File: config.mk
export PLATFORM = sky130hd
export DESIGN_NAME = sm3_hash_top_flat
export DESIGN_NICKNAME = d
export VERILOG_FILES = /design/src/sm3_pkg.sv /design/src/sm3_if.sv /design/src/sm3_hash_top.sv /design/src/sm3_front.sv /design/src/sm3_queue.sv /design/src/sm3_back.sv /design/src/flat_wrapper.sv
export SDC_FILE = /design/constraint.sdc
export NUM_CORES = 2
export LEC_CHECK = 0
export ABC_CLOCK_PERIOD_IN_PS = 9300
export BUFFER_PORTS_ARGS = -buffer_cell sky130_fd_sc_hd__buf_2
export CELL_PAD_IN_SITES_DETAIL_PLACEMENT = 0
export CELL_PAD_IN_SITES_GLOBAL_PLACEMENT = 2
export CORE_MARGIN = 4
export CORE_UTILIZATION = 30
export CTS_CLUSTER_SIZE = 30
export DETAILED_ROUTE_END_ITERATION = 8
export GPL_ROUTABILITY_DRIVEN = 1
export GPL_TIMING_DRIVEN = 0
export MAX_ROUTING_LAYER = met4
export PLACE_DENSITY_LB_ADDON = 0.12
export SYNTH_ARGS = -nofsm -noshare
export SYNTH_HDL_FRONTEND = slang
export SYNTH_SLANG_ARGS = --single-unit
File: constraint.sdc
create_clock -name clk -period 9.3 [get_ports clk]
set_input_delay 0.465 -clock clk [delete_from_list [all_inputs] [get_ports clk]]
set_output_delay 0.465 -clock clk [all_outputs]
set_load 0.05 [all_outputs]
File: src/sm3_pkg.sv
// Shared types, constants and round functions of the SM3 hash block.
`timescale 1ns / 1ps
package sm3_pkg;

	localparam int unsigned Q_DEPTH = 2;
	localparam int unsigned Q_PTR_W = (Q_DEPTH > 1) ? $clog2(Q_DEPTH) : 1;
	localparam int unsigned Q_CNT_W = $clog2(Q_DEPTH + 1);

	localparam logic [31:0] T_LOW      = 32'h79cc4519;
	localparam logic [31:0] T_HIGH     = 32'h7a879d8a;
	localparam logic [31:0] PAD_ONE    = 32'h80000000;
	localparam logic [5:0]  FULL_BITS  = 6'd32;

	typedef enum logic [1:0] {
		K_DATA      = 2'd0,
		K_LAST_PART = 2'd1,
		K_LAST_FULL = 2'd2
	} sm3_kind_t;

	typedef struct packed {
		logic [31:0] word;
		logic [5:0]  bits;
		sm3_kind_t   kind;
	} sm3_entry_t;

	typedef struct packed {
		logic       valid;
		sm3_entry_t entry;
	} sm3_q_req_t;

	function automatic logic [31:0] iv_word(input logic [2:0] idx);
		logic [31:0] r;
		unique case (idx)
			3'd0: r = 32'h7380166f;
			3'd1: r = 32'h4914b2b9;
			3'd2: r = 32'h172442d7;
			3'd3: r = 32'hda8a0600;
			3'd4: r = 32'ha96f30bc;
			3'd5: r = 32'h163138aa;
			3'd6: r = 32'he38dee4d;
			default: r = 32'hb0fb0e4e;
		endcase
		return r;
	endfunction

	function automatic logic [31:0] rotl32(input logic [31:0] x, input logic [4:0] n);
		logic [63:0] d;
		d = {x, x} << n;
		return d[63:32];
	endfunction

	function automatic logic [31:0] perm0(input logic [31:0] x);
		return x ^ rotl32(x, 5'd9) ^ rotl32(x, 5'd17);
	endfunction

	function automatic logic [31:0] perm1(input logic [31:0] x);
		return x ^ rotl32(x, 5'd15) ^ rotl32(x, 5'd23);
	endfunction

	// Round constant, rotated by the round number modulo 32.
	function automatic logic [31:0] t_rot(input logic [5:0] j);
		logic [31:0] base;
		base = (j[5:4] == 2'd0) ? T_LOW : T_HIGH;
		return rotl32(base, j[4:0]);
	endfunction

endpackage

File: src/sm3_if.sv
// Valid/ready channel interfaces for message words and digest words.
`timescale 1ns / 1ps
interface sm3_in_if;
	logic        valid;
	logic        ready;
	logic [31:0] message_word;
	logic [5:0]  word_bits;
	logic        last_word;

	modport source (output valid, message_word, word_bits, last_word, input ready);
	modport sink (input valid, message_word, word_bits, last_word, output ready);
endinterface

interface sm3_out_if;
	logic        valid;
	logic        ready;
	logic [31:0] digest_word;
	logic [2:0]  word_index;
	logic        last_of_digest;

	modport source (output valid, digest_word, word_index, last_of_digest, input ready);
	modport sink (input valid, digest_word, word_index, last_of_digest, output ready);
endinterface

File: src/sm3_hash_top.sv
// Top level of the SM3 hash block: front end, word queue and compression engine.
// A word is registered into the queue when accepted and is written into the block buffer
// once the engine is idle; each 16-word block is then compressed in 64 rounds, one round per
// cycle, and the engine pops no new word while it pads, compresses or sends the digest.
// A last word adds padding and one or two compressions, then 8 digest words.
// Reset clears the queue and control, and loads the initial chaining value at once.
`timescale 1ns / 1ps
module sm3_hash_top (
	input  logic     clk,
	input  logic     arst_n,
	sm3_in_if.sink   msg,
	sm3_out_if.source dig
);
	import sm3_pkg::*;

	sm3_q_req_t push;
	sm3_q_req_t head;
	logic       q_full;
	logic       q_pop;

	sm3_front u_front (
		.msg    (msg),
		.q_full (q_full),
		.push   (push)
	);

	sm3_queue u_queue (
		.clk    (clk),
		.arst_n (arst_n),
		.push   (push),
		.full   (q_full),
		.head   (head),
		.pop    (q_pop)
	);

	sm3_back u_back (
		.clk    (clk),
		.arst_n (arst_n),
		.q_head (head),
		.q_pop  (q_pop),
		.dig    (dig)
	);

endmodule

File: src/sm3_front.sv
// Front end: takes message word requests, clamps the bit count and pre-pads partial last words.
`timescale 1ns / 1ps
module sm3_front (
	sm3_in_if.sink            msg,
	input  logic              q_full,
	output sm3_pkg::sm3_q_req_t push
);
	import sm3_pkg::*;

	logic [5:0]  bits_c;
	logic [31:0] keep;
	logic [31:0] one_bit;

	assign msg.ready = !q_full;

	always_comb begin
		bits_c  = (msg.word_bits > FULL_BITS) ? FULL_BITS : msg.word_bits;
		// both shifts see at most 31 here; a full last word takes the other branch
		keep    = ~(32'hffffffff >> bits_c[4:0]);
		one_bit = PAD_ONE >> bits_c[4:0];
		push.valid = msg.valid && !q_full;
		if (!msg.last_word) begin
			push.entry.word = msg.message_word;
			push.entry.bits = FULL_BITS;
			push.entry.kind = K_DATA;
		end else if (bits_c == FULL_BITS) begin
			push.entry.word = msg.message_word;
			push.entry.bits = FULL_BITS;
			push.entry.kind = K_LAST_FULL;
		end else begin
			push.entry.word = (msg.message_word & keep) | one_bit;
			push.entry.bits = bits_c;
			push.entry.kind = K_LAST_PART;
		end
	end

endmodule

File: src/sm3_queue.sv
// Short queue of classified words between the front end and the compression engine.
`timescale 1ns / 1ps
module sm3_queue (
	input  logic                clk,
	input  logic                arst_n,
	input  sm3_pkg::sm3_q_req_t push,
	output logic                full,
	output sm3_pkg::sm3_q_req_t head,
	input  logic                pop
);
	import sm3_pkg::*;

	sm3_entry_t           mem_q [Q_DEPTH];
	logic [Q_PTR_W-1:0]   wr_ptr_q;
	logic [Q_PTR_W-1:0]   rd_ptr_q;
	logic [Q_CNT_W-1:0]   cnt_q;
	logic                 do_push;
	logic                 do_pop;

	assign full       = (cnt_q == Q_CNT_W'(Q_DEPTH));
	assign head.valid = (cnt_q != '0);
	assign head.entry = mem_q[rd_ptr_q];
	assign do_push    = push.valid && !full;
	assign do_pop     = pop && head.valid;

	function automatic logic [Q_PTR_W-1:0] ptr_next(input logic [Q_PTR_W-1:0] p);
		return (p == Q_PTR_W'(Q_DEPTH - 1)) ? '0 : p + 1'b1;
	endfunction

	always_ff @(posedge clk or negedge arst_n) begin
		if (!arst_n) begin
			wr_ptr_q <= '0;
			rd_ptr_q <= '0;
			cnt_q    <= '0;
		end else begin
			if (do_push) wr_ptr_q <= ptr_next(wr_ptr_q);
			if (do_pop)  rd_ptr_q <= ptr_next(rd_ptr_q);
			if (do_push && !do_pop)      cnt_q <= cnt_q + 1'b1;
			else if (do_pop && !do_push) cnt_q <= cnt_q - 1'b1;
		end
	end

	always_ff @(posedge clk) begin
		if (do_push) mem_q[wr_ptr_q] <= push.entry;
	end

	property p_no_pop_empty;
		@(posedge clk) disable iff (!arst_n) (cnt_q == '0) |-> !do_pop;
	endproperty
	a_no_pop_empty: assert property (p_no_pop_empty) else $error("pop from empty queue");

	property p_cnt_bound;
		@(posedge clk) disable iff (!arst_n) cnt_q <= Q_CNT_W'(Q_DEPTH);
	endproperty
	a_cnt_bound: assert property (p_cnt_bound) else $error("queue count overflow");

	property p_cnt_track;
		@(posedge clk) disable iff (!arst_n)
			(do_push && !do_pop) |=> (cnt_q == $past(cnt_q) + 1'b1);
	endproperty
	a_cnt_track: assert property (p_cnt_track) else $error("queue count lost a push");

endmodule

File: src/sm3_back.sv
// Back end: fills the block, pads, runs one compression round per cycle and emits the digest.
`timescale 1ns / 1ps
module sm3_back (
	input  logic                clk,
	input  logic                arst_n,
	input  sm3_pkg::sm3_q_req_t q_head,
	output logic                q_pop,
	sm3_out_if.source           dig
);
	import sm3_pkg::*;

	typedef enum logic [3:0] {
		ST_IDLE = 4'b0001,
		ST_PAD  = 4'b0010,
		ST_COMP = 4'b0100,
		ST_OUT  = 4'b1000
	} state_t;

	state_t       state_q;
	logic [3:0]   pos_q;
	logic [63:0]  len_q;
	logic [5:0]   round_q;
	logic [2:0]   out_idx_q;
	logic         padding_q;
	logic         pad_one_q;
	logic         hi_done_q;
	logic         final_q;
	logic [31:0]  cv_q [8];
	logic [31:0]  v_q  [8];
	logic [31:0]  w_q  [16];

	logic         wr_en;
	logic [31:0]  wr_data;
	logic [31:0]  pad_word;
	logic         pop_last;
	logic [31:0]  v_next [8];
	logic [31:0]  w_new;
	logic [31:0]  a12, ss1, ss2, ff, gg, tt1, tt2;

	assign pop_last = q_head.entry.kind != K_DATA;

	always_comb begin
		if (pad_one_q)                    pad_word = PAD_ONE;
		else if (pos_q == 4'd14)          pad_word = len_q[63:32];
		else if (pos_q == 4'd15 && hi_done_q) pad_word = len_q[31:0];
		else                              pad_word = '0;
		wr_en   = 1'b0;
		wr_data = '0;
		q_pop   = 1'b0;
		unique case (state_q)
			ST_IDLE: begin
				if (q_head.valid) begin
					q_pop   = 1'b1;
					wr_en   = 1'b1;
					wr_data = q_head.entry.word;
				end
			end
			ST_PAD: begin
				wr_en   = 1'b1;
				wr_data = pad_word;
			end
			default: ;
		endcase
	end

	// One compression round and the next expanded word.
	always_comb begin
		a12 = rotl32(v_q[0], 5'd12);
		ss1 = rotl32(a12 + v_q[4] + t_rot(round_q), 5'd7);
		ss2 = ss1 ^ a12;
		if (round_q[5:4] == 2'd0) begin
			ff = v_q[0] ^ v_q[1] ^ v_q[2];
			gg = v_q[4] ^ v_q[5] ^ v_q[6];
		end else begin
			ff = (v_q[0] & v_q[1]) | (v_q[0] & v_q[2]) | (v_q[1] & v_q[2]);
			gg = (v_q[4] & v_q[5]) | (~v_q[4] & v_q[6]);
		end
		tt1 = ff + v_q[3] + ss2 + (w_q[0] ^ w_q[4]);
		tt2 = gg + v_q[7] + ss1 + w_q[0];
		v_next[0] = tt1;
		v_next[1] = v_q[0];
		v_next[2] = rotl32(v_q[1], 5'd9);
		v_next[3] = v_q[2];
		v_next[4] = perm0(tt2);
		v_next[5] = v_q[4];
		v_next[6] = rotl32(v_q[5], 5'd19);
		v_next[7] = v_q[6];
		w_new = perm1(w_q[0] ^ w_q[7] ^ rotl32(w_q[13], 5'd15))
			^ rotl32(w_q[3], 5'd7) ^ w_q[10];
	end

	always_ff @(posedge clk or negedge arst_n) begin
		if (!arst_n) begin
			state_q   <= ST_IDLE;
			pos_q     <= '0;
			len_q     <= '0;
			round_q   <= '0;
			out_idx_q <= '0;
			padding_q <= 1'b0;
			pad_one_q <= 1'b0;
			hi_done_q <= 1'b0;
			final_q   <= 1'b0;
			for (int i = 0; i < 8; i++) cv_q[i] <= iv_word(3'(i));
		end else begin
			if (wr_en) begin
				pos_q <= pos_q + 1'b1;
				if (pos_q == 4'd15) begin
					state_q <= ST_COMP;
					round_q <= '0;
				end else if (state_q == ST_IDLE && pop_last) begin
					state_q <= ST_PAD;
				end
			end
			unique case (state_q)
				ST_IDLE: begin
					if (q_pop) begin
						len_q <= len_q + {58'd0, q_head.entry.bits};
						if (pop_last) begin
							padding_q <= 1'b1;
							pad_one_q <= q_head.entry.kind == K_LAST_FULL;
						end
					end
				end
				ST_PAD: begin
					if (pad_one_q)                        pad_one_q <= 1'b0;
					else if (pos_q == 4'd14)              hi_done_q <= 1'b1;
					else if (pos_q == 4'd15 && hi_done_q) final_q   <= 1'b1;
				end
				ST_COMP: begin
					round_q <= round_q + 1'b1;
					if (round_q == 6'd63) begin
						for (int i = 0; i < 8; i++) cv_q[i] <= cv_q[i] ^ v_next[i];
						if (final_q)        state_q <= ST_OUT;
						else if (padding_q) state_q <= ST_PAD;
						else                state_q <= ST_IDLE;
					end
				end
				ST_OUT: begin
					if (dig.ready) begin
						out_idx_q <= out_idx_q + 1'b1;
						if (out_idx_q == 3'd7) begin
							// back to the initial value for the next message
							state_q   <= ST_IDLE;
							len_q     <= '0;
							padding_q <= 1'b0;
							hi_done_q <= 1'b0;
							final_q   <= 1'b0;
							for (int i = 0; i < 8; i++) cv_q[i] <= iv_word(3'(i));
						end
					end
				end
				default: ;
			endcase
		end
	end

	always_ff @(posedge clk) begin
		if (wr_en) begin
			w_q[pos_q] <= wr_data;
			if (pos_q == 4'd15) begin
				for (int i = 0; i < 8; i++) v_q[i] <= cv_q[i];
			end
		end
		if (state_q == ST_COMP) begin
			// slide the expansion window by one word
			for (int i = 0; i < 15; i++) w_q[i] <= w_q[i + 1];
			w_q[15] <= w_new;
			for (int i = 0; i < 8; i++) v_q[i] <= v_next[i];
		end
	end

	assign dig.valid          = (state_q == ST_OUT);
	assign dig.digest_word    = cv_q[out_idx_q];
	assign dig.word_index     = out_idx_q;
	assign dig.last_of_digest = (out_idx_q == 3'd7);

	property p_out_block_aligned;
		@(posedge clk) disable iff (!arst_n)
			(state_q == ST_OUT) |-> (pos_q == 4'd0 && final_q && !pad_one_q);
	endproperty
	a_out_block_aligned: assert property (p_out_block_aligned)
		else $error("digest out of a partly filled block");

	property p_comp_after_full;
		@(posedge clk) disable iff (!arst_n)
			(state_q == ST_COMP && round_q == 6'd0) |-> ($past(pos_q) == 4'd15);
	endproperty
	a_comp_after_full: assert property (p_comp_after_full)
		else $error("compression started without a full block");

	property p_pad_one_in_padding;
		@(posedge clk) disable iff (!arst_n) pad_one_q |-> padding_q;
	endproperty
	a_pad_one_in_padding: assert property (p_pad_one_in_padding)
		else $error("pending one bit outside padding");

	property p_final_after_hi;
		@(posedge clk) disable iff (!arst_n) final_q |-> hi_done_q;
	endproperty
	a_final_after_hi: assert property (p_final_after_hi)
		else $error("length low word before high word");

endmodule
File: src/flat_wrapper.sv
// flat-port wrapper written by rule: the top's interface ports become plain ports
module sm3_hash_top_flat import sm3_pkg::*;
  (clk, arst_n, msg_valid, msg_message_word, msg_word_bits, msg_last_word, msg_ready, dig_valid, dig_digest_word, dig_word_index, dig_last_of_digest, dig_ready);
  sm3_in_if msg_i ();
  sm3_out_if dig_i ();
  input  logic clk;
  input  logic arst_n;
  input wire logic [$bits(msg_i.valid)-1:0] msg_valid;
  input wire logic [$bits(msg_i.message_word)-1:0] msg_message_word;
  input wire logic [$bits(msg_i.word_bits)-1:0] msg_word_bits;
  input wire logic [$bits(msg_i.last_word)-1:0] msg_last_word;
  output wire logic [$bits(msg_i.ready)-1:0] msg_ready;
  output wire logic [$bits(dig_i.valid)-1:0] dig_valid;
  output wire logic [$bits(dig_i.digest_word)-1:0] dig_digest_word;
  output wire logic [$bits(dig_i.word_index)-1:0] dig_word_index;
  output wire logic [$bits(dig_i.last_of_digest)-1:0] dig_last_of_digest;
  input wire logic [$bits(dig_i.ready)-1:0] dig_ready;
  assign msg_i.valid = msg_valid;
  assign msg_i.message_word = msg_message_word;
  assign msg_i.word_bits = msg_word_bits;
  assign msg_i.last_word = msg_last_word;
  assign msg_ready = msg_i.ready;
  assign dig_valid = dig_i.valid;
  assign dig_digest_word = dig_i.digest_word;
  assign dig_word_index = dig_i.word_index;
  assign dig_last_of_digest = dig_i.last_of_digest;
  assign dig_i.ready = dig_ready;
  sm3_hash_top u_core (.clk(clk), .arst_n(arst_n), .msg(msg_i), .dig(dig_i));
endmodule
==> summary.txt <==
Finish
  • Area growth syn-to-layout: 20.98%
  • Final-layout fill cell count: between 20000 and 25000
  • Final instance area: around 81000 sq um
  • NumNets Final: about 6700
  • Share of cells above drive strength 1: 0.1636

Floorplan
  • Die ar.: 229700 sq um
  • Die Ht: 479.3 microns
  • Core area: 220400 sq um
  • Num ports: ~80
  • Row cnt: roughly 170
  • Initial Utilization: 0.3023
  • Die X: 479.3 microns

Timing
  • Pins Over Slew Limit: 11
  • Final setup violation count: between 70 and 80
  • Setup WS post-layout: -0.4284 ns
  • Period minus WS final: slightly below 10 ns
  • Slew @ Worst Pin: 1.548 ns
  • Final hold slack: about 0.072 ns
  • Final period utilization: 1.046
  • Clock Skew: ~0.038 ns
  • RSZ-0062 raised after global routing: true
  • Fmax: 0.1028 GHz
  • Max-Slew Margin vs Limit: -0.03225
  • Fin. Hold Viols: 0

Power and ir drop
  • Leakage power: 33.27 nW
  • Pwr dens: roughly 150 nW/um^2
  • IR drop worst, VDD: roughly 0.13 mV
  • Final Total Pwr: 12.02 mW

Synth
  • Mean post-synth cell area: between 10 and 15 sq um
  • Mapped Cells: 6000
  • XOR/XNOR Fraction of Synth Area: 0.07998
  • Mapped Area: approximately 67000 sq um
  • Synth cell types: 86
  • Register bit total from synthesis: about 1200
  • Post-synthesis mux area share: 0.04650
  • Commonest cells post-synth: nand2_1 (858), edfxtp_1 (848), a21o_1 (559)
  • Area share of and/or/nand/nor cells after synthesis: 0.1005
  • Top FF cell, synth: edfxtp_1
  • Ys Warns: 0
  • Post-synthesis net count: roughly 6300
  • Leading area contributor after synthesis: edfxtp_1
  • Top cells by area, synth: edfxtp_1 (38%), dfrtp_1 (8.5%), a21o_1 (6.3%), fa_1 (5.7%), nand2_1 (4.8%)
  • Largest family of logic cells by synthesized area: compound AO/OA/AOI/OAI gates
  • Compound-cell area share of the yosys netlist: 0.1453
  • Number of flops mapped to enable cells by yosys: between 800 and 900
  • Top-count cell post-synth: nand2_1
  • Post-synthesis adder-cell area fraction: 0.07764
  • FFs w/ async S/R, synth: 0.2892
  • Yosys top cell area share: 0.3822
  • Register area share after synthesis: 0.5140

Route
  • Met2 wire len: between 100000 and 150000 microns
  • Final ANT Viol Nets: 0
  • Met3 wire len: ~18000 microns
  • Via count: about 50000
  • Detailed-route DRC error count: 0
  • DR iter-0 viols: between 5000 and 6000
  • Wirelength per Cell: ~33 microns
  • Routed vias/inst: ~5.3
  • DRT Pass-1 Iters: 5
  • Metal-1 WL: 138700 microns
  • Drt total wl: 312300 microns
  • DR top layer: met4

Clocking
  • Bufs on Longest Clock Path: 3
  • Num CTS Buffers: between 150 and 200
  • Sink Count: approximately 1200
  • Clk Latency, worst-skew pair: approximately 0.8 ns
  • Clock root buffer: clkbuf_16
  • CTS tree: built
  • Reg clk slew, reported paths: around 0.060 ns
  • H-tree depth: 4

Place
  • Pre-CTS setup slack: -5.441 ns
  • Dpl hpwl: about 240000 microns
  • GPL Wtd Cong: approximately 0.93
  • Placed instance area: 71810 sq um
  • Number of port buffers: 80

Worst setup path
  • Arr. time, crit path: 10.44 ns
  • Crit end category: register
  • Worst Path Max Fanout: 5
  • Critical Path Start Type: register
  • Worst path required time: roughly 10 ns
  • Reg2Reg Setup Slack: -0.43 ns
  • Crit path kind: register to register
  • CP max stage cell: fa_2
  • Delay of the slowest critical-path stage: roughly 0.58 ns

GRT
  • Largest net degree at the start of global routing: between 90 and 100
  • Total grt overflow: 0
  • Total GRT Usage: 0.2757
  • Initial antenna violation count: 23
  • Vias in the first global route: a little under 50000
  • First-pass GRT wire length: about 430000 microns

Min path
  • Min-Delay Path Class: primary input to register

Outcome
  • Status: complete, but fails checks
  • Violated checks: capacitance limit, slew limit, setup timing

Job
  • Max cap viols: 1
## layer usage
metal,global-route usage,vias to the layer above
li1,-,21919
met1,0.3704,26240
met2,0.4310,1705
met3,0.04110,372
met4,0.08582,0
met5,-,-
## worst max-delay path: cells and delay by family (launching register included)
family / cells / cell delay (ns)
multiplexers: 2 / 0.40
AND/OR/NAND/NOR: 4 / 0.66
XOR/XNOR: 2 / 0.30
AO/OA/AOI/OAI: 19 / 4.24
adder cells (fa/ha/maj): 6 / 2.39
flip-flops: 1 / 0.43
buffers and inverters: 10 / 1.15
## timing repair
item,CTS,global route
gates resized for setup,394,119
setup endpoints to repair,128,106
hold endpoints to repair,119,0
pin swaps,143,108
hold buffers,18,0
setup buffers,84,34
## cells by family (layout without fill, tap and decap cells)
kind of cell,Yosys count,in the layout
AND/OR/NAND/NOR,1536,1536
flip-flops,1193,1193
other,0,10
XOR/XNOR,605,605
multiplexers,223,223
AO/OA/AOI/OAI,1503,1503
adder cells (fa/ha/maj),300,300
buffers and inverters,640,1161
## metrics by stage
| stage | std cells | TNS [ns] | utilization |
|---|---|---|---|
| after floorplan | 6000 | 0 | - |
| after global placement | 9038 | -2433.09 | 0.3210 |
| after detailed placement | 9077 | -517.97 | 0.3259 |
| after CTS | 9450 | -12.63 | 0.3621 |
| after global routing | 9484 | -37.90 | 0.3657 |
| final | 9489 | -11.71 | 0.3658 |
## sequential cells by signal, indices dropped and copies added (netlist names), 4 cells and up
| signal | flops |
|---|---|
| u_core.u_back.v_q | 256 |
| u_core.u_back.round_q | 6 |
| u_core.u_back.len_q | 64 |
| u_core.u_back.cv_q | 256 |
| u_core.u_queue.mem_q | 80 |
| u_core.u_back.pos_q | 4 |
| u_core.u_back.w_q | 512 |
| u_core.u_back.state_q | 4 |
## power breakdown
group	internal, mW	switching [mW]	leakage [nW]
Sequential	5.76	0.0235	10.6
Clock	3.40	2.59	2.41
Combinational	0.0802	0.174	20.3
## path summary, 6_finish.rpt
path | startpoint | cells past startpoint | endpoint
max | u_core.u_back.round_q[4] | 43 | u_core.u_back.cv_q[255]
min in group asynchronous | arst_n | 2 | u_core.u_back.len_q[41]
min | msg_message_word[26] | 2 | u_core.u_queue.mem_q[1][34]
max in group asynchronous | arst_n | 4 | u_core.u_back.cv_q[106]
max reg2reg | u_core.u_back.round_q[4] | 43 | u_core.u_back.cv_q[255]
min reg2reg | u_core.u_back.w_q[15][31] | 1 | u_core.u_back.w_q[14][31]
## cells in the final DEF (no fill, tap or decap), types with 32 or more instances in the layout
cell type	synthesis	final
a21o_1	559	559
a21oi_1	253	224
a22oi_1	33	32
and3_1	115	114
buf_2	0	83
buf_4	0	73
clkbuf_1	290	303
clkbuf_16	0	156
dfrtp_1	225	223
dfstp_2	120	120
edfxtp_1	848	848
fa_1	189	181
ha_1	111	90
inv_1	313	299
mux2_2	52	50
mux2i_1	107	94
mux4_2	64	64
nand2_1	858	851
nand3_1	68	66
nor2_1	292	283
o21ai_0	422	348
o21ai_1	1	38
or3_1	78	75
xnor2_1	344	271
xnor2_2	2	37
xnor2_4	0	38
xor2_1	258	223
## layout make-up
class                   instances  area, sq um  area share
multi-input cells            4167        32750      0.4064
plain buffers                 320         1321     0.01639
clock buffers                 208         4205     0.05217
diodes                         10        25.02   0.0003105
flip-flops and latches       1193        34250      0.4249
inverters                     315         1199     0.01487
well taps                    2958         3701     0.04592
clock inverters                72        748.2    0.009283
repair buffers                246         2397     0.02974
No activity file was read; power rests on OpenSTA's default activity.
